==> src/hw/rtl/rmts_pkg.sv <==
// Shared types and constants of the rate-monotonic tick scheduler.
package rmts_pkg;

  localparam int NUM_TASKS_DEF  = 4;
  localparam int TIME_WIDTH_DEF = 16;
  localparam int TASK_SLOTS     = 4;
  localparam int REG_WIDTH      = 16;
  localparam int CFG_IDX_WIDTH  = 3;
  localparam int TASK_IDX_WIDTH = 2;

  localparam logic [CFG_IDX_WIDTH-1:0] CFG_PERIOD_BASE = 3'd0;
  localparam logic [CFG_IDX_WIDTH-1:0] CFG_WCET_BASE   = 3'd4;

  localparam logic [REG_WIDTH-1:0] PERIOD_RESET = '1;
  localparam logic [REG_WIDTH-1:0] WCET_RESET   = '0;

  typedef logic [TASK_IDX_WIDTH-1:0] task_idx_t;
  typedef logic [REG_WIDTH-1:0]      reg_t;

  typedef struct packed {
    task_idx_t run_task;
    logic      idle;
    logic      deadline_missed;
    task_idx_t missed_task;
  } result_t;

endpackage

==> src/hw/rtl/rmts_tick_if.sv <==
// Request channel of the scheduler: one tick request per handshake.
interface rmts_tick_if;
  logic valid;
  logic ready;
  logic tick;

  modport source (output valid, output tick, input ready);
  modport sink (input valid, input tick, output ready);
endinterface

==> src/hw/rtl/rmts_result_if.sv <==
// Result channel of the scheduler: one scheduling decision per handshake.
interface rmts_result_if;
  logic       valid;
  logic       ready;
  logic [1:0] run_task;
  logic       idle;
  logic       deadline_missed;
  logic [1:0] missed_task;

  modport source (output valid, output run_task, output idle, output deadline_missed,
                  output missed_task, input ready);
  modport sink (input valid, input run_task, input idle, input deadline_missed,
                input missed_task, output ready);
endinterface

==> src/hw/rtl/rate_monotonic_tick_scheduler.sv <==
// Rate-monotonic tick scheduler for up to four periodic tasks.
//
// Usage: program period_0..3 (index 0..3) and wcet_0..3 (index 4..7) through
// the write port while the block is idle. Each request on req_i carries one
// tick bit; tick = 1 advances time one unit, tick = 0 only reports state.
// Every request produces exactly one result on rsp_o: the task run this
// tick (or idle) and the sticky deadline-miss flag with the missed task.
// The scheduling decision is computed in the cycle the request is taken and
// lands in the result register (or the skid entry), and throughput is
// one request per cycle. A two-entry result buffer (result register plus a
// skid entry) lets a request be taken while a finished result still waits;
// when the receiver stalls, req_i.ready drops once both entries are full.
// Reset clears all task state, loads period 65535 and wcet 0, and schedules
// a release of every task at the first tick. After a deadline miss the
// scheduler halts and reports idle with the miss flags until reset.
module rate_monotonic_tick_scheduler #(
  parameter int NUM_TASKS  = rmts_pkg::NUM_TASKS_DEF,
  parameter int TIME_WIDTH = rmts_pkg::TIME_WIDTH_DEF
) (
  input  logic                              clk_i,
  input  logic                              rst_ni,
  input  logic                              cfg_we_i,
  input  logic [rmts_pkg::CFG_IDX_WIDTH-1:0] cfg_idx_i,
  input  logic [rmts_pkg::REG_WIDTH-1:0]     cfg_data_i,
  rmts_tick_if.sink                         req_i,
  rmts_result_if.source                     rsp_o
);
  import rmts_pkg::*;

  localparam logic [TIME_WIDTH-1:0] TIME_MASK = '1;

  typedef logic [TIME_WIDTH-1:0] time_t;

  reg_t      period_q [TASK_SLOTS];
  reg_t      wcet_q   [TASK_SLOTS];
  time_t     exec_q   [NUM_TASKS];
  time_t     exec_d   [NUM_TASKS];
  time_t     until_q  [NUM_TASKS];
  time_t     until_d  [NUM_TASKS];
  time_t     budget   [NUM_TASKS];
  time_t     reload   [NUM_TASKS];
  logic      first_q, first_d;
  logic      halted_q, halted_d;
  task_idx_t missed_q, missed_d;

  result_t   out_q, out_d, skid_q, skid_d, res;
  logic      out_valid_q, out_valid_d, skid_valid_q, skid_valid_d;
  logic      accept, out_fire;

  assign accept   = req_i.valid && req_i.ready;
  assign out_fire = out_valid_q && rsp_o.ready;

  // Configuration registers
  always_ff @(posedge clk_i or negedge rst_ni) begin
    if (!rst_ni) begin
      for (int k = 0; k < TASK_SLOTS; k++) begin
        period_q[k] <= PERIOD_RESET;
        wcet_q[k]   <= WCET_RESET;
      end
    end else if (cfg_we_i) begin
      if (cfg_idx_i >= CFG_WCET_BASE) begin
        wcet_q[TASK_IDX_WIDTH'(cfg_idx_i - CFG_WCET_BASE)] <= cfg_data_i;
      end else begin
        period_q[TASK_IDX_WIDTH'(cfg_idx_i - CFG_PERIOD_BASE)] <= cfg_data_i;
      end
    end
  end

  // Per-task budget and reload value
  always_comb begin
    reg_t p;
    for (int k = 0; k < NUM_TASKS; k++) begin
      p = (period_q[k] == '0) ? reg_t'(1) : period_q[k];
      reload[k] = TIME_WIDTH'(32'(p - reg_t'(1)));
      if (32'(wcet_q[k]) > 32'(TIME_MASK)) begin
        budget[k] = TIME_MASK;
      end else begin
        budget[k] = TIME_WIDTH'(32'(wcet_q[k]));
      end
    end
  end

  // Scheduling step
  always_comb begin
    logic      miss_found, run_found;
    task_idx_t miss_idx, run_idx;
    reg_t      miss_p, run_p;
    time_t     exec_n [NUM_TASKS];

    miss_found = 1'b0;
    miss_idx   = '0;
    miss_p     = '0;
    run_found  = 1'b0;
    run_idx    = '0;
    run_p      = '0;
    for (int k = 0; k < NUM_TASKS; k++) begin
      exec_d[k]  = exec_q[k];
      until_d[k] = until_q[k];
      exec_n[k]  = exec_q[k];
    end
    first_d  = first_q;
    halted_d = halted_q;
    missed_d = missed_q;

    if (accept && req_i.tick && !halted_q) begin
      if (!first_q) begin
        for (int k = 0; k < NUM_TASKS; k++) begin
          if (until_q[k] == '0 && exec_q[k] < budget[k] &&
              (!miss_found || period_q[k] < miss_p)) begin
            miss_found = 1'b1;
            miss_idx   = TASK_IDX_WIDTH'(k);
            miss_p     = period_q[k];
          end
        end
      end

      if (miss_found) begin
        halted_d = 1'b1;
        missed_d = miss_idx;
      end else begin
        for (int k = 0; k < NUM_TASKS; k++) begin
          if (until_q[k] == '0) begin
            exec_n[k]  = '0;
            until_d[k] = reload[k];
          end else begin
            until_d[k] = until_q[k] - time_t'(1);
          end
        end
        first_d = 1'b0;

        for (int k = 0; k < NUM_TASKS; k++) begin
          if (exec_n[k] < budget[k] && (!run_found || period_q[k] < run_p)) begin
            run_found = 1'b1;
            run_idx   = TASK_IDX_WIDTH'(k);
            run_p     = period_q[k];
          end
        end

        for (int k = 0; k < NUM_TASKS; k++) begin
          exec_d[k] = exec_n[k];
          if (run_found && run_idx == TASK_IDX_WIDTH'(k)) begin
            exec_d[k] = exec_n[k] + time_t'(1);
          end
        end
      end
    end

    res.run_task        = run_found ? run_idx : '0;
    res.idle            = !run_found;
    res.deadline_missed = halted_d;
    res.missed_task     = halted_d ? missed_d : '0;
  end

  always_ff @(posedge clk_i or negedge rst_ni) begin
    if (!rst_ni) begin
      for (int k = 0; k < NUM_TASKS; k++) begin
        exec_q[k]  <= '0;
        until_q[k] <= '0;
      end
      first_q  <= 1'b1;
      halted_q <= 1'b0;
      missed_q <= '0;
    end else begin
      for (int k = 0; k < NUM_TASKS; k++) begin
        exec_q[k]  <= exec_d[k];
        until_q[k] <= until_d[k];
      end
      first_q  <= first_d;
      halted_q <= halted_d;
      missed_q <= missed_d;
    end
  end

  // Result register and skid entry
  always_comb begin
    out_d        = out_q;
    skid_d       = skid_q;
    out_valid_d  = out_valid_q;
    skid_valid_d = skid_valid_q;
    if (!out_valid_q || out_fire) begin
      if (skid_valid_q) begin
        out_d        = skid_q;
        out_valid_d  = 1'b1;
        skid_valid_d = 1'b0;
      end else if (accept) begin
        out_d       = res;
        out_valid_d = 1'b1;
      end else begin
        out_valid_d = 1'b0;
      end
    end else if (accept) begin
      skid_d       = res;
      skid_valid_d = 1'b1;
    end
  end

  always_ff @(posedge clk_i or negedge rst_ni) begin
    if (!rst_ni) begin
      out_valid_q  <= 1'b0;
      skid_valid_q <= 1'b0;
    end else begin
      out_valid_q  <= out_valid_d;
      skid_valid_q <= skid_valid_d;
    end
  end

  always_ff @(posedge clk_i) begin
    out_q  <= out_d;
    skid_q <= skid_d;
  end

  assign req_i.ready           = !skid_valid_q;
  assign rsp_o.valid           = out_valid_q;
  assign rsp_o.run_task        = out_q.run_task;
  assign rsp_o.idle            = out_q.idle;
  assign rsp_o.deadline_missed = out_q.deadline_missed;
  assign rsp_o.missed_task     = out_q.missed_task;

endmodule

==> src/flat_wrapper.sv <==
// flat-port wrapper written by rule: the top's interface ports become plain ports
module rate_monotonic_tick_scheduler_flat import rmts_pkg::*;
#(
  parameter int NUM_TASKS  = rmts_pkg::NUM_TASKS_DEF,
  parameter int TIME_WIDTH = rmts_pkg::TIME_WIDTH_DEF
)
  (clk_i, rst_ni, cfg_we_i, cfg_idx_i, cfg_data_i, req_i_valid, req_i_tick, req_i_ready, rsp_o_valid, rsp_o_run_task, rsp_o_idle, rsp_o_deadline_missed, rsp_o_missed_task, rsp_o_ready);
  rmts_tick_if req_i_i ();
  rmts_result_if rsp_o_i ();
  input  logic clk_i;
  input  logic rst_ni;
  input  logic cfg_we_i;
  input  logic [rmts_pkg::CFG_IDX_WIDTH-1:0] cfg_idx_i;
  input  logic [rmts_pkg::REG_WIDTH-1:0] cfg_data_i;
  input wire logic [$bits(req_i_i.valid)-1:0] req_i_valid;
  input wire logic [$bits(req_i_i.tick)-1:0] req_i_tick;
  output wire logic [$bits(req_i_i.ready)-1:0] req_i_ready;
  output wire logic [$bits(rsp_o_i.valid)-1:0] rsp_o_valid;
  output wire logic [$bits(rsp_o_i.run_task)-1:0] rsp_o_run_task;
  output wire logic [$bits(rsp_o_i.idle)-1:0] rsp_o_idle;
  output wire logic [$bits(rsp_o_i.deadline_missed)-1:0] rsp_o_deadline_missed;
  output wire logic [$bits(rsp_o_i.missed_task)-1:0] rsp_o_missed_task;
  input wire logic [$bits(rsp_o_i.ready)-1:0] rsp_o_ready;
  assign req_i_i.valid = req_i_valid;
  assign req_i_i.tick = req_i_tick;
  assign req_i_ready = req_i_i.ready;
  assign rsp_o_valid = rsp_o_i.valid;
  assign rsp_o_run_task = rsp_o_i.run_task;
  assign rsp_o_idle = rsp_o_i.idle;
  assign rsp_o_deadline_missed = rsp_o_i.deadline_missed;
  assign rsp_o_missed_task = rsp_o_i.missed_task;
  assign rsp_o_i.ready = rsp_o_ready;
  rate_monotonic_tick_scheduler #(.NUM_TASKS(NUM_TASKS), .TIME_WIDTH(TIME_WIDTH)) u_core (.clk_i(clk_i), .rst_ni(rst_ni), .cfg_we_i(cfg_we_i), .cfg_idx_i(cfg_idx_i), .cfg_data_i(cfg_data_i), .req_i(req_i_i), .rsp_o(rsp_o_i));
endmodule
==> config.mk <==
export PLATFORM = sky130hd
export DESIGN_NAME = rate_monotonic_tick_scheduler_flat
export DESIGN_NICKNAME = d
export VERILOG_FILES = /design/src/hw/rtl/rmts_pkg.sv /design/src/hw/rtl/rmts_tick_if.sv /design/src/hw/rtl/rmts_result_if.sv /design/src/hw/rtl/rate_monotonic_tick_scheduler.sv /design/src/flat_wrapper.sv
export SDC_FILE = /design/constraint.sdc
export NUM_CORES = 1
export LEC_CHECK = 0
export BUFFER_PORTS_ARGS = -buffer_cell sky130_fd_sc_hd__clkbuf_2
export CAP_MARGIN = 25
export CORE_ASPECT_RATIO = 1.2
export CORE_UTILIZATION = 45
export CTS_CLUSTER_SIZE = 25
export DETAILED_ROUTE_END_ITERATION = 12
export SLEW_MARGIN = 40
export SYNTH_ARGS = -nofsm -noshare
export SYNTH_HDL_FRONTEND = slang
export SYNTH_SLANG_ARGS = --single-unit
==> constraint.sdc <==
create_clock -name clk_i -period 23.9 [get_ports clk_i]
set_input_delay 4.78 -clock clk_i [delete_from_list [all_inputs] [get_ports clk_i]]
set_output_delay 4.78 -clock clk_i [all_outputs]
set_load 0.02 [all_outputs]
* Yosys cells after proc, flatten, opt, wreduce, memory -nomap -nowiden
Cells that the tools add are included.
Cells by class: shifts and indexed selects 0, multipliers 0, multiplexer cells 97, reductions and logical operators 53, bitwise gates (word level) 5, add/subtract/negate cells 13, equality and inequality tests 3, magnitude comparators 19, divide/modulo/power cells 0
Operator list (count):
- 2-to-1 mux 16 bit | 44
- less-than comparator 16 bit | 14
- bitwise mux 64 bit | 2
- logical NOT 16 bit | 8
- subtractor 16 x 1 -> 16 bit, second input constant | 8
- adder 16 x 1 -> 16 bit, second input constant | 4
- demux 16 bit (select 2 bit) | 2
- 2-to-1 mux 1 bit | 34
- 2-to-1 mux 2 bit | 13
- logical AND 1 bit | 20
- 2-to-1 mux 6 bit | 2
- logical NOT 1 bit | 10
- AND reduction 2 bit | 5
- >= comparator 3 bit, second input constant | 3
- logical OR 1 bit | 7
- less-than comparator 3 x 1 -> 1 bit, second input constant | 2
- inverter 2 -> 3 bit | 2
- == test 2 bit, second input constant | 2
- nonzero test 2 bit | 2
- inverter 1 bit | 3
- == test 2 x 1 -> 1 bit, second input constant | 1
- logical NOT 2 bit | 1
- subtractor 2 x 1 -> 2 bit, second input constant | 1
Word-level totals: memory bits (read-only) 0, latch bits 0, RAM bits 0, memories 0, input port bits 25, bits in registers 274

* Logic depth before layout (Yosys ltp)
Gate-level depths: netlist of run 1.
depth in word-level cells 52, mapped depth 51

* Worst setup path before layout of run 1
Ideal clock, no wire load.
path type register to register, start reg u_core.until_q[50] in the netlist's numbering, end reg u_core.exec_q[13] in the netlist's numbering, slack 13.325 ns, stages on the path, launching flop included 49, path buffers 10, data required time 23.820 ns, arrival time 10.495 ns, cell sequence dfrtp_1 or3_1 or4_4 or2_1 buf_2 clkbuf_1 clkbuf_1 and2_1 ha_1 a2111oi_0 o21ai_0 a221oi_1 a21boi_2 buf_2 buf_1 buf_1 nand2_1 ha_1 (+13 left out) a2111oi_0 a21boi_0 a2bb2oi_1 nand2_1 clkbuf_1 nand2_1 o21ai_0 ha_1 a21o_1 a21o_1 a21oi_1 o211ai_1 a21o_1 a21o_1 clkbuf_1 or3_1 nor4b_1 xnor2_1
Between the ends: word-level cells in the longest chain between the ends 29
RTL lines:
- from (decl) | RTL line rate_monotonic_tick_scheduler.sv:38 | time_t until_q [NUM_TASKS];
- from (signal, indexed assignment) | RTL line rate_monotonic_tick_scheduler.sv:166 | until_q[k] <= until_d[k];
- logical NOT 16 bit * | RTL line rate_monotonic_tick_scheduler.sv:108, rate_monotonic_tick_scheduler.sv:122
- 2-to-1 mux 16 bit | RTL line rate_monotonic_tick_scheduler.sv:122 | if (until_q[k] == '0) begin
- 2-to-1 mux 16 bit | RTL line rate_monotonic_tick_scheduler.sv:117 | if (miss_found) begin
- 2-to-1 mux 16 bit | RTL line rate_monotonic_tick_scheduler.sv:105 | if (accept && req_i.tick && !halted_q) begin
- less-than comparator 16 bit | RTL line rate_monotonic_tick_scheduler.sv:132 | if (exec_n[k] < budget[k] && (!run_found || period_q[k] < run_p)) begin
- 2-to-1 mux 16 bit / 2-to-1 mux 1 bit (equally long branches) | RTL line rate_monotonic_tick_scheduler.sv:132
- 2-to-1 mux 16 bit / 2-to-1 mux 1 bit (equally long branches) | RTL line rate_monotonic_tick_scheduler.sv:117
- 2-to-1 mux 16 bit / 2-to-1 mux 1 bit (equally long branches) | RTL line rate_monotonic_tick_scheduler.sv:105
- (+13 left out)
- logical OR 1 bit | RTL line rate_monotonic_tick_scheduler.sv:132
- logical AND 1 bit | RTL line rate_monotonic_tick_scheduler.sv:132
- 2-to-1 mux 2 bit | RTL line rate_monotonic_tick_scheduler.sv:132
- 2-to-1 mux 2 bit | RTL line rate_monotonic_tick_scheduler.sv:117
- 2-to-1 mux 2 bit | RTL line rate_monotonic_tick_scheduler.sv:105
- == test 2 bit | RTL line rate_monotonic_tick_scheduler.sv:141 | if (run_found && run_idx == TASK_IDX_WIDTH'(k)) begin
- logical AND 1 bit | RTL line rate_monotonic_tick_scheduler.sv:141
- 2-to-1 mux 16 bit | RTL line rate_monotonic_tick_scheduler.sv:141
- to (signal, indexed assignment) | RTL line rate_monotonic_tick_scheduler.sv:165 | exec_q[k] <= exec_d[k];
- to (decl) | RTL line rate_monotonic_tick_scheduler.sv:36 | time_t exec_q [NUM_TASKS];
Every way passes the cells marked *; elsewhere a longest branch is shown, timed or not. The select of a mux whose other input is x is not followed. A chain may end at the register's enable or synchronous reset.

* Final worst setup path of run 1
start reg u_core.until_q[55] in the netlist's numbering, end reg u_core.exec_q[42] in the netlist's numbering
Between the ends: word-level cells in the longest chain between the ends 29
RTL lines (RTL line):
- logical NOT 16 bit * | rate_monotonic_tick_scheduler.sv:108, rate_monotonic_tick_scheduler.sv:122
- 2-to-1 mux 16 bit | rate_monotonic_tick_scheduler.sv:122
- 2-to-1 mux 16 bit | rate_monotonic_tick_scheduler.sv:117
- 2-to-1 mux 16 bit | rate_monotonic_tick_scheduler.sv:105
- less-than comparator 16 bit | rate_monotonic_tick_scheduler.sv:132
- 2-to-1 mux 16 bit / 2-to-1 mux 1 bit (equally long branches) | rate_monotonic_tick_scheduler.sv:132
- 2-to-1 mux 16 bit / 2-to-1 mux 1 bit (equally long branches) | rate_monotonic_tick_scheduler.sv:117
- 2-to-1 mux 16 bit / 2-to-1 mux 1 bit (equally long branches) | rate_monotonic_tick_scheduler.sv:105
- (+13 left out)
- logical OR 1 bit | rate_monotonic_tick_scheduler.sv:132
- logical AND 1 bit | rate_monotonic_tick_scheduler.sv:132
- 2-to-1 mux 2 bit | rate_monotonic_tick_scheduler.sv:132
- 2-to-1 mux 2 bit | rate_monotonic_tick_scheduler.sv:117
- 2-to-1 mux 2 bit | rate_monotonic_tick_scheduler.sv:105
- == test 2 x 1 -> 1 bit | rate_monotonic_tick_scheduler.sv:141
- logical AND 1 bit | rate_monotonic_tick_scheduler.sv:141
- 2-to-1 mux 16 bit | rate_monotonic_tick_scheduler.sv:141
Marks and branches as above.

==> impl_metrics.sql, run 1 <==
INSERT INTO impl_metrics (metric_group, metric, value, unit) VALUES
('run_status', 'result_of_the_run', 'complete, no violations', ''),
('synthesis', 'yosysTopAreaCell', 'dfrtp_1', ''),
('clock_tree', 'cts_inserted_buffers', '31', ''),
('worst_setup_path', 'critPathMaxStageDelay', '0.55', 'ns'),
('synthesis', 'postSynthAreaPerCell', '8.77', 'um^2'),
('floorplanning', 'fp.dieH', '232', 'um'),
('worst_setup_path', 'worstSetupStartpointType', 'flop', ''),
('worst_setup_path', 'crit_path_frequent_cell', 'ha_1', ''),
('run', 'max_cap_viols', '0', ''),
('clock_tree', 'clockBufferDepth', '3', ''),
('clock_tree', 'clock_tree_root_buffer_cell', 'clkbuf_16', ''),
('synthesis', 'synth_sequential_area_ratio', '35.3', '%'),
('worst_setup_path', 'crit_arrival', '12.16', 'ns'),
('place', 'gp_routability_congestion', '0.961', ''),
('route', 'routed-via-count', '17200', ''),
('route', 'remaining_drcs', '0', ''),
('floorplanning', 'io-pin-count', '33', ''),
('worst_setup_path', 'crit_path_top_delay_cell', 'or4_1', ''),
('synthesis', 'yosys.area.top_type_share', '24.9', '%'),
('power', 'p_leak', '9.70', 'nW'),
('synthesis', 'async_s_r_ff_share_synth', '95.6', '%'),
('synthesis', 'synth_area_leaders', 'dfrtp_1, ha_1, dfstp_2, nand2_1, mux2_2', ''),
('sta', 'rsz0062_at_grt', 'false', ''),
('place', 'io_buffers', '32', ''),
('clock_tree', 'cts_tree', 'built', ''),
('sta', 'max_freq', '85.8', 'MHz'),
('route', 'drt-initial-drc-count', '972', ''),
('worst_setup_path', 'critical_path_required', '24.41', 'ns'),
('worst_hold_path', 'min_delay_path_depth', '2', ''),
('global_route', 'top_usage_layer', 'met2', ''),
('route', 'vias_per_cell', '6.10', ''),
('cells_and_area', 'area.sequential', '7000', 'um^2'),
('floorplanning', 'start_util', '46.0', '%'),
('clock_tree', 'cts_hold_buf', '0', ''),
('synthesis', 'synthFlopType', 'dfrtp_1', ''),
('synthesis', 'synth_fp_nets', '2501', ''),
('sta', 'tightest_slew', '0.904', 'ns'),
('global_route', 'grt.met1_usage', '35.9', '%'),
('sta', 'finalCriticalPeriod', '11.65', 'ns'),
('worst_setup_path', 'startpoint_to_endpoint_class_of_the_critical_path', 'flop to flop', ''),
('synthesis', 'ys_warnings', '0', ''),
('worst_setup_path', 'reg2reg_launch_point', 'u_core.until_q[55]', ''),
('synthesis', 'yosys-top-cells-count', 'nand2_1, ha_1, dfrtp_1', ''),
('clock_tree', 'resized_after_cts', '0', ''),
('worst_hold_path', 'min-delay-start', 'u_core.until_q[48]', ''),
('floorplanning', 'fp.dieArea', '44900', 'um^2'),
('worst_setup_path', 'reg2reg_to', 'u_core.exec_q[42]', ''),
('sta', 'min_period_over_period', '48.7', '%'),
('global_route', 'grt.met3_usage', '3.05', '%'),
('clock_tree', 'numClockSinks', '274', ''),
('power', 'p_total', '1.83', 'mW'),
('cells_and_area', 'final_layout_size_suffix_gt1_share', '13.4', '%'),
('floorplanning', 'core_area', '43100', 'um^2'),
('clock_tree', 'cts.htree.levels', '1', ''),
('route', 'totalWireLength', '60900', 'um'),
('clock_tree', 'worst_skew_pair.late_latency', '0.60', 'ns'),
('sta', 'hold_violations', '0', ''),
('sta', 'clock-skew-final', '0.0225', 'ns'),
('synthesis', 'synth_seq_cells', '274', ''),
('synthesis', 'yosys.cell_count.top_type', 'nand2_1', ''),
('worst_setup_path', 'r2r_slack', '12.25', 'ns'),
('clock_tree', 'path_clk_slew', '0.06', 'ns'),
('cells_and_area', 'antenna_cells', '0', ''),
('route', 'ant_nets', '0', ''),
('global_route', 'grt_start_max_net_pins', '75', ''),
('floorplanning', 'placement_rows', '83', ''),
('global_route', 'global_routing_met2_resource_utilization', '46.4', '%'),
('power', 'peakVddDrop', '57.7', 'uV'),
('cells_and_area', 'filler_cell_count', '4062', ''),
('worst_setup_path', 'setup.worst_path.end_class', 'flop', ''),
('global_route', 'grtUsageTotal', '27.5', '%');
## sequential cells by signal (all words and copies together), names as in the netlist
name	flops
u_core.budget	64
u_core.halted_q	1
u_core.first_q	1
u_core.skid_q	6
u_core.rsp_o.missed_task	2
u_core.rsp_o.idle	1
u_core.missed_q	2
u_core.rsp_o.run_task	2
u_core.period_q	64
u_core.rsp_o.deadline_missed	1
u_core.until_q	64
u_core.exec_q	64
u_core.skid_valid_q	1
u_core.rsp_o.valid	1
## cell type report
cell class	count	area share, %
Clock buffer	42	4.02
Timing Repair Buffer	59	1.76
Tap cell	552	3.20
Sequential cell	274	32.4
Clock inverter	16	0.962
Multi-Input combinational cell	1770	55.7
Inverter	113	1.96
## critical path, delay by kind of cell (launching register included)
| family | cells | cell delay (ns) |
|---|---|---|
| fa+ha+maj | 4 | 1.23 |
| flops | 1 | 0.42 |
| compound gates | 20 | 4.86 |
| buf+inv | 2 | 0.69 |
| simple gates | 12 | 4.12 |
| xor+xnor | 1 | 0.19 |
## power breakdown
part	internal [mW]	leakage, nW	total [mW]	switching (mW)
logic	0.273	5.78	0.694	0.421
registers	0.539	3.39	0.626	0.0868
clock network	0.307	0.536	0.512	0.205
total	1.12	9.70	1.83	0.713
## through the flow
step	hold WS, ns	setup WS (ns)	cell area [um^2]
6_report	0.501	12.25	21600
5_1_grt	0.516	11.57	21600
4_1_cts	0.500	12.17	21600
3_5_place_dp	0.484	12.22	20500
3_3_place_gp	0.475	12.13	20500
2_1_floorplan	0.460	13.32	19800
## cells in the final DEF (no fill, tap or decap), types with 11 or more instances in the layout
cell type	Yosys	routed
a31oi_1	43	43
and3_1	23	23
dfrtp_1	197	197
nor4_1	36	35
xnor2_1	38	38
o21a_1	11	11
o21ai_0	155	155
nand4_1	47	47
o211ai_1	11	11
nor2_1	175	174
mux2_2	96	96
nand3_1	50	50
a21boi_0	31	31
o22a_1	28	28
clkbuf_16	0	32
clkbuf_2	0	31
ha_1	217	217
or4_1	27	27
edfxtp_1	12	12
a21o_1	39	38
and2_1	69	69
nor3_1	51	48
buf_4	1	25
a21oi_1	138	138
inv_1	113	113
xor2_1	13	13
a211oi_1	22	22
nand2_1	292	291
dfstp_2	65	65
## worst max path at each step
stage | from | end | slack [ns] | depth (start not counted)
after CTS | u_core.until_q[50] | u_core.exec_q[42] | 12.17 | 39
after detailed placement | u_core.until_q[50] | u_core.rsp_o.run_task[1] | 12.22 | 39
after floorplan | u_core.until_q[50] | u_core.exec_q[13] | 13.32 | 48
after global placement | u_core.until_q[50] | u_core.rsp_o.run_task[1] | 12.13 | 39
after global routing | u_core.until_q[50] | u_core.exec_q[42] | 11.57 | 39
final | u_core.until_q[55] | u_core.exec_q[42] | 12.25 | 39
## cells by family after synthesis
group / Yosys count / synth area share [%]
muxes: 104 / 5.86
and+or+nand+nor: 850 / 21.2
buffers and inverters: 215 / 4.25
DFF: 274 / 35.3
xor gates and xnor gates: 51 / 2.26
AOI/OAI and AO/OA: 548 / 17.4
adders and majority gates: 217 / 13.7
## routing by layer
layer	vias to the layer above	wire (um)
met4	0	2320
met3	123	2910
met1	8465	27000
met5	-	0
met2	471	28700
li1	8177	-
Note: power is estimated with default switching activity, not from simulation.
==> run 2, diff against run 1 <==
- ABC_AREA: not set -> 1
- clock period: 23.9 -> 11.31 ns (I/O delays scaled with it)
==> run 2 against run 1 <==
Net effect: the flow now finishes with violations (design-rule violations); utilization decreased by 0.29 points; combinational power increased by 24%; clock skew decreased by 0.0098 ns; first-iteration DRC count increased by 4.1%; sequential power increased by 96%; fmax increased by 18%; cell area decreased by 1.0%; synthesized cell count increased by 17%; count of clock-buffer cells in the layout decreased by 4; global-route usage decreased by 1.1 points; final cell count increased by 14%; non-clock buffer count decreased by 15; largest cell class unchanged; largest power group is now sequential cells.
==> impl_metrics.sql, run 2 <==
INSERT INTO impl_metrics (metric_group, metric, value, unit) VALUES
('cells_and_area', 'final_util', '49.8', '%'),
('clock_tree', 'path_clk_slew', '0.06', 'ns'),
('global_route', 'first_pass_grt_wire_length', '90800', 'um'),
('worst_hold_path', 'holdCritPathClass', 'flop to flop', ''),
('route', 'routed-via-count', '17300', ''),
('power', 'switching_portion_of_total_power', '35.5', '%'),
('sta', 'tightest_slew', '0.805', 'ns'),
('synthesis', 'ys_types', '58', ''),
('sta', 'tns', '0', 'ns'),
('floorplanning', 'io-pin-count', '33', ''),
('clock_tree', 'cts_tree', 'built', ''),
('worst_setup_path', 'worstSetupStartpointType', 'flop', ''),
('clock_tree', 'cts.htree.levels', '1', ''),
('cells_and_area', 'nets', '2885', ''),
('synthesis', 'yosys.area.top_type_share', '25.2', '%'),
('sta', 'rsz0062_at_grt', 'false', ''),
('route', 'totalWireLength', '57500', 'um'),
('run_status', 'violations', 'design-rule violations', ''),
('synthesis', 'synth_fp_nets', '2887', ''),
('power', 'pwr_cell_area', '147', 'nW/um^2'),
('global_route', 'first_global_vias', '17000', ''),
('clock_tree', 'resized_after_cts', '0', ''),
('route', 'vias_per_cell', '5.39', ''),
('synthesis', 'synth_seq_cells', '274', ''),
('clock_tree', 'clockBufferDepth', '3', ''),
('place', 'dpl.hpwl', '42600', 'um'),
('run', 'max_cap_viols', '0', ''),
('cells_and_area', 'syn2layout_area_growth', '9.08', '%'),
('floorplanning', 'fp.dieW', '192', 'um'),
('synthesis', 'postSynthAreaPerCell', '7.41', 'um^2'),
('clock_tree', 'numClockSinks', '274', ''),
('worst_setup_path', 'crit_arrival', '10.36', 'ns'),
('worst_setup_path', 'timing.critical_path.max_delay_family', 'simple AND/OR/NAND/NOR gates', ''),
('run_status', 'result_of_the_run', 'finished with violations', ''),
('floorplanning', 'core_area', '42900', 'um^2'),
('cells_and_area', 'area.sequential', '7000', 'um^2'),
('worst_setup_path', 'startpoint_to_endpoint_class_of_the_critical_path', 'flop to flop', ''),
('synthesis', 'yosysTopAreaCell', 'dfrtp_1', ''),
('clock_tree', 'post-cts-setup-buffer-count', '0', ''),
('power', 'peakVddDrop', '145', 'uV'),
('synthesis', 'synthFlopType', 'dfrtp_1', ''),
('synthesis', 'synthesis.area', '19600', 'um^2'),
('power', 'netSwitchingPower', '1.12', 'mW'),
('cells_and_area', 'final_layout_size_suffix_gt1_share', '7.72', '%'),
('worst_setup_path', 'reg2reg_launch_point', 'u_core.until_q[61]', ''),
('sta', 'slew_headroom', '46.3', '%'),
('synthesis', 'synth_cells', '2645', ''),
('synthesis', 'synth_area_leaders', 'dfrtp_1, ha_1, nand2_1, dfstp_2, o21ai_0', ''),
('cells_and_area', 'filler_cell_count', '4272', ''),
('global_route', 'grtUsageTotal', '26.4', '%'),
('worst_setup_path', 'crit_path_top_delay_cell', 'clkinv_1', ''),
('synthesis', 'ys_warnings', '0', ''),
('clock_tree', 'cts_inserted_buffers', '31', ''),
('global_route', 'gr-total-overflow', '0', ''),
('floorplanning', 'fp.dieH', '231', 'um'),
('route', 'firstDrtPassIters', '9', ''),
('cells_and_area', 'mostFrequentLayoutCells', 'nand2_1, inv_1, o21ai_0', ''),
('sta', 'slew_viol_final', '0', ''),
('synthesis', 'yosys-top-cells-count', 'nand2_1, inv_1, o21ai_0', ''),
('floorplanning', 'fp.dieArea', '44400', 'um^2'),
('power', 'internal-power', '2.03', 'mW'),
('synthesis', 'synthSimpleGateAreaFrac', '23.5', '%'),
('synthesis', 'synth_compound_area_share', '13.7', '%'),
('worst_setup_path', 'cp-startpoint', 'u_core.until_q[61]', ''),
('place', 'gp_routability_congestion', '0.936', ''),
('route', 'remaining_drcs', '4', ''),
('worst_setup_path', 'crit_path_frequent_cell', 'nand2_1', ''),
('global_route', 'initial_antenna_violation_count', '1', ''),
('power', 'clock_power_share', '33.5', '%'),
('sta', 'hold_violations', '0', ''),
('worst_setup_path', 'cp.buffers_inverters', '4', ''),
('synthesis', 'synth-xor-area-share', '4.25', '%'),
('synthesis', 'area_share_of_fa_ha_maj_cells_after_synthesis', '13.9', '%'),
('clock_tree', 'worst_skew_pair.late_latency', '0.59', 'ns'),
('sta', 'finalCriticalPeriod', '9.91', 'ns'),
('sta', 'min_period_over_period', '87.6', '%'),
('cells_and_area', 'multi_input_area', '10900', 'um^2'),
('cells_and_area', 'layout_commonest_cell', 'nand2_1', ''),
('synthesis', 'synth_sequential_area_ratio', '35.7', '%'),
('route', 'drt-initial-drc-count', '1012', ''),
('sta', 'final-setup-viol-count', '0', ''),
('place', 'dpl-instance-area', '20300', 'um^2'),
('clock_tree', 'clock_tree_root_buffer_cell', 'clkbuf_16', ''),
('global_route', 'grt_start_max_net_pins', '96', ''),
('synthesis', 'portion_of_netlist_area_occupied_by_mux_cells', '0', '%'),
('power', 'combPwrFrac', '27.5', '%'),
('synthesis', 'yosys.cell_count.top_type', 'nand2_1', ''),
('synthesis', 'synth_top_family_by_area', 'simple AND/OR/NAND/NOR gates', ''),
('sta', 'max_freq', '101', 'MHz'),
('worst_setup_path', 'setup.worst_path.end_class', 'flop', ''),
('clock_tree', 'cts_hold_buf', '0', ''),
('worst_setup_path', 'path_max_fanout', '39', ''),
('worst_hold_path', 'min-delay-start', 'u_core.first_q', ''),
('route', 'ant_nets', '0', ''),
('cells_and_area', 'design_area', '21400', 'um^2'),
('synthesis', 'synth_enable_flop_cells', '12', ''),
('worst_setup_path', 'critPathMaxStageDelay', '0.71', 'ns'),
('floorplanning', 'placement_rows', '83', ''),
('place', 'io_buffers', '32', ''),
('route', 'avgRoutedWirePerCell', '17.9', 'um'),
('power', 'p_leak', '10.3', 'nW'),
('synthesis', 'async_s_r_ff_share_synth', '95.6', '%'),
('floorplanning', 'start_util', '45.7', '%'),
('worst_setup_path', 'critical_path_required', '11.76', 'ns'),
('power', 'power_frac_seq', '39.1', '%'),
('sta', 'clock-skew-final', '0.0126', 'ns');
-- run 2: cell count changes in the layout (fill, tap and decap cells not counted), sizes merged, moves of 33 or more --
cell / before / now
a31oi: 43 / 10
and2: 70 / 0
xor2: 13 / 65
o21ai: 156 / 337
inv: 114 / 381
nor2: 175 / 211
a21oi: 138 / 91
nand2: 292 / 678
mux2: 96 / 0
-- run 2: area by class of cell --
cell class	instances	share of cell area, %
clock inverter	19	1.01
tap	552	3.23
sequential	274	32.8
inverter	383	6.75
multi-input combinational	1909	51.0
clock buffer	38	3.95
antenna	1	0.0117
timing repair buffer	44	1.35
-- run 2: power by group through the flow --
stage	sequential, mW	clock (mW)	combinational (mW)
after CTS	1.23	1.08	0.864
after global routing	1.24	1.11	0.999
final	1.23	1.05	0.864
after detailed placement	1.24	0	0.859
after floorplan	1.19	0	0.633
after global placement	1.24	0	0.826
-- run 2: worst register-to-register path: cells and delay by family, from the launching register on --
family,cells,cell delay (ns)
AOI/OAI and AO/OA,12,2.61
adders and majority gates,4,1.05
buffers and inverters,4,1.47
DFF,1,0.38
and+or+nand+nor,31,4.28
-- run 2: worst paths after layout --
check	end	slack, ns	depth (start not counted)
setup / recovery	u_core.exec_q[28]	1.40	51
hold / removal	u_core.first_q	0.46	2
setup reg to reg	u_core.exec_q[28]	1.40	51
hold reg to reg	u_core.first_q	0.46	2
max in group asynchronous	u_core.exec_q[52]	8.20	3
min in group asynchronous	u_core.budget[20]	1.53	1
-- run 2: logic make-up (layout without fill, tap and decap cells) --
group                      Yosys count  count (layout)
other                                0               1
DFF                                274             274
AOI/OAI and AO/OA                  499             499
and+or+nand+nor                   1098            1098
xor gates and xnor gates            95              95
buffers and inverters              462             484
adders and majority gates          217             217
-- run 2: per-stage QoR --
| step | worst slack [ns] | hold slack (ns) | total power [mW] | cells |
|---|---|---|---|---|
| final | 1.40 | 0.457 | 3.15 | 3220 |
| after global routing | 0.272 | 0.492 | 3.35 | 3219 |
| after CTS | 1.51 | 0.459 | 3.17 | 3218 |
| after detailed placement | 1.56 | 0.449 | 2.10 | 3161 |
| after global placement | 1.34 | 0.439 | 2.07 | 3161 |
| after floorplan | 3.52 | 0.430 | 1.82 | 2645 |
-- run 2: layer usage --
metal | vias to the layer above | wire length [um] | global-route usage, %
met2 | 424 | 27100 | 44.0
met3 | 140 | 2790 | 3.15
met1 | 8151 | 24500 | 33.3
li1 | 8630 | - | -
met4 | 0 | 3050 | 13.4
met5 | - | 0 | 0
==> run 3, diff against run 2 <==
- CELL_PAD_IN_SITES_DETAIL_PLACEMENT: not set -> 1
- CELL_PAD_IN_SITES_GLOBAL_PLACEMENT: not set -> 2
- CORE_UTILIZATION: 45 -> 38
- PLACE_DENSITY_LB_ADDON: not set -> 0.1
==> run 3 against run 2 <==
Net effect: the flow now finishes without violations; combinational power rose by 3.6%; clock skew increased by 0.012 ns; sequential share of layout area fell by 0.34 points; sequential power hardly changed; fmax rose by 1.1%; final cell count rose by 3.2%; via count is 2.0% higher; cell area up 1.1%; largest power group unchanged.
==> impl_metrics.sql, run 3 (synthesized netlist as in run 2, its figures left out) <==
INSERT INTO impl_metrics (metric_group, metric, value, unit) VALUES
('worst_setup_path', 'r2r_slack', '1.50', 'ns'),
('global_route', 'initial_antenna_violation_count', '6', ''),
('route', 'avgRoutedWirePerCell', '19.9', 'um'),
('clock_tree', 'post-cts-setup-buffer-count', '0', ''),
('worst_setup_path', 'timing.critical_path.max_delay_family', 'simple AND/OR/NAND/NOR gates', ''),
('worst_setup_path', 'setup.worst_path.end_class', 'flop', ''),
('worst_setup_path', 'reg2reg_depth', '54', ''),
('sta', 'final-setup-viol-count', '0', ''),
('clock_tree', 'clock_tree_root_buffer_cell', 'clkbuf_16', ''),
('route', 'totalWireLength', '66000', 'um'),
('cells_and_area', 'layout_commonest_cell', 'nand2_1', ''),
('clock_tree', 'worst_skew_pair.late_latency', '0.56', 'ns'),
('sta', 'min_period_over_period', '86.7', '%'),
('global_route', 'gr-total-overflow', '0', ''),
('sta', 'slew_headroom', '42.4', '%'),
('place', 'dpl-instance-area', '20400', 'um^2'),
('worst_setup_path', 'critPathMaxStageDelay', '0.57', 'ns'),
('power', 'peakVddDrop', '114', 'uV'),
('route', 'remaining_drcs', '0', ''),
('floorplanning', 'fp.dieH', '251', 'um'),
('floorplanning', 'io-pin-count', '33', ''),
('place', 'dpl.hpwl', '50000', 'um'),
('worst_setup_path', 'crit_path_top_delay_cell', 'nand2_1', ''),
('route', 'vias_per_cell', '5.32', ''),
('clock_tree', 'clockBufferDepth', '3', ''),
('clock_tree', 'path_clk_slew', '0.06', 'ns'),
('floorplanning', 'fp.dieArea', '52500', 'um^2'),
('worst_hold_path', 'holdCritPathClass', 'flop to flop', ''),
('worst_setup_path', 'path_max_fanout', '39', ''),
('worst_setup_path', 'crit_arrival', '10.20', 'ns'),
('route', 'ant_nets', '0', ''),
('sta', 'tightest_slew', '0.861', 'ns'),
('clock_tree', 'cts_inserted_buffers', '37', ''),
('worst_setup_path', 'startpoint_to_endpoint_class_of_the_critical_path', 'flop to flop', ''),
('cells_and_area', 'mostFrequentLayoutCells', 'nand2_1, inv_1, o21ai_0', ''),
('worst_setup_path', 'cp-startpoint', 'u_core.until_q[53]', ''),
('run', 'max_cap_viols', '0', ''),
('clock_tree', 'cts_hold_buf', '0', ''),
('power', 'internal-power', '2.10', 'mW'),
('clock_tree', 'resized_after_cts', '0', ''),
('worst_setup_path', 'reg2reg_launch_point', 'u_core.until_q[53]', ''),
('power', 'pwr_cell_area', '152', 'nW/um^2'),
('power', 'p_leak', '10.3', 'nW'),
('power', 'p_total', '3.29', 'mW'),
('sta', 'hold_violations', '0', ''),
('place', 'gp_routability_congestion', '0.908', ''),
('cells_and_area', 'nets', '2893', ''),
('power', 'power_frac_seq', '37.8', '%'),
('run_status', 'result_of_the_run', 'complete, no violations', ''),
('worst_setup_path', 'cp.buffers_inverters', '6', ''),
('sta', 'tns', '0', 'ns'),
('floorplanning', 'placement_rows', '90', ''),
('global_route', 'first_global_vias', '18600', ''),
('route', 'routed-via-count', '17700', ''),
('worst_hold_path', 'min_delay_path_depth', '2', ''),
('sta', 'max_freq', '102', 'MHz'),
('cells_and_area', 'filler_cell_count', '6248', ''),
('power', 'combPwrFrac', '27.2', '%'),
('sta', 'rsz0062_at_grt', 'false', ''),
('route', 'firstDrtPassIters', '5', ''),
('power', 'netSwitchingPower', '1.20', 'mW'),
('worst_setup_path', 'reg2reg_to', 'u_core.exec_q[30]', ''),
('floorplanning', 'fp.dieW', '209', 'um'),
('global_route', 'grt_start_max_net_pins', '81', ''),
('power', 'switching_portion_of_total_power', '36.3', '%'),
('cells_and_area', 'design_area', '21600', 'um^2'),
('global_route', 'grtUsageTotal', '25.9', '%'),
('sta', 'slew_viol_final', '0', ''),
('clock_tree', 'cts_tree', 'built', ''),
('floorplanning', 'core_area', '50600', 'um^2'),
('clock_tree', 'cts.htree.levels', '2', ''),
('place', 'io_buffers', '32', ''),
('cells_and_area', 'final_layout_size_suffix_gt1_share', '7.77', '%'),
('global_route', 'first_pass_grt_wire_length', '106000', 'um'),
('power', 'clock_power_share', '35.1', '%'),
('worst_setup_path', 'crit_path_frequent_cell', 'nand2_1', ''),
('worst_hold_path', 'min_to', 'u_core.first_q', ''),
('worst_setup_path', 'critical_path_required', '11.70', 'ns'),
('cells_and_area', 'syn2layout_area_growth', '10.2', '%'),
('worst_setup_path', 'worstSetupStartpointType', 'flop', ''),
('worst_hold_path', 'min-delay-start', 'u_core.first_q', ''),
('floorplanning', 'start_util', '38.7', '%'),
('sta', 'finalCriticalPeriod', '9.81', 'ns'),
('sta', 'clock-skew-final', '0.0250', 'ns'),
('clock_tree', 'numClockSinks', '274', ''),
('route', 'drt-initial-drc-count', '822', '');
[run 3: changes by cell type in the layout (fill, tap and decap cells not counted), moves of 2 or more]
| cell | previous run | this run |
|---|---|---|
| a211oi_1 | 11 | 13 |
| clkbuf_16 | 32 | 37 |
| buf_4 | 9 | 11 |
| clkinv_1 | 4 | 2 |
| clkbuf_8 | 2 | 5 |
| bufinv_16 | 4 | 2 |
| a211oi_2 | 2 | 0 |
| clkbuf_1 | 4 | 11 |
| nand2_2 | 18 | 16 |
[run 3: routing by layer]
metal | part of all wire [%] | track usage (%) | vias to the layer above
met2 | 50 | 46.6 | 212
met1 | 45 | 33.0 | 8714
met4 | 2.3 | 6.72 | 0
met3 | 2.5 | 2.49 | 96
li1 | - | - | 8665
met5 | 0 | 0 | -
[run 3: layout make-up]
cell class	count	area [um^2]	share of cell area (%)
tap	644	806	3.73
multi-input combinational	1909	10900	50.4
sequential	274	7000	32.4
antenna	1	2.50	0.0116
inverter	383	1440	6.68
clock inverter	12	125	0.580
clock buffer	53	1040	4.80
timing repair buffer	46	303	1.40
[run 3: stage by stage]
stage | setup WS, ns | instances | hold slack (ns) | utilization [%]
6_report | 1.50 | 3322 | 0.469 | 42.7
2_1_floorplan | 3.52 | 2645 | 0.430 | -
3_3_place_gp | 0.895 | 3255 | 0.443 | 40.3
3_5_place_dp | 1.53 | 3256 | 0.466 | 40.4
4_1_cts | 1.48 | 3321 | 0.475 | 42.7
5_1_grt | 0.348 | 3321 | 0.503 | 42.7
[run 3: power groups by stage]
stage               registers, mW  clock network (mW)  logic (mW)
floorplan                    1.19                   0       0.633
global placement             1.26                   0       0.854
detailed placement           1.26                   0       0.899
CTS                          1.24                1.19       0.904
global route                 1.25                1.22        1.03
finish                       1.24                1.15       0.895
[run 3: worst max-delay path by stage]
stage	end	slack [ns]	cells past startpoint
6_report	u_core.exec_q[30]	1.50	54
5_1_grt	u_core.exec_q[30]	0.35	55
4_1_cts	u_core.exec_q[30]	1.48	55
3_5_place_dp	u_core.exec_q[30]	1.53	55
3_3_place_gp	u_core.exec_q[19]	0.89	54
2_1_floorplan	u_core.exec_q[5]	3.52	61
[run 3: tightest hold or removal path, delay by kind of cell (launching register included)]
kind | cells | cell delay (ns)
DFF | 1 | 0.36
buffers and inverters | 1 | 0.06
and+or+nand+nor | 1 | 0.05
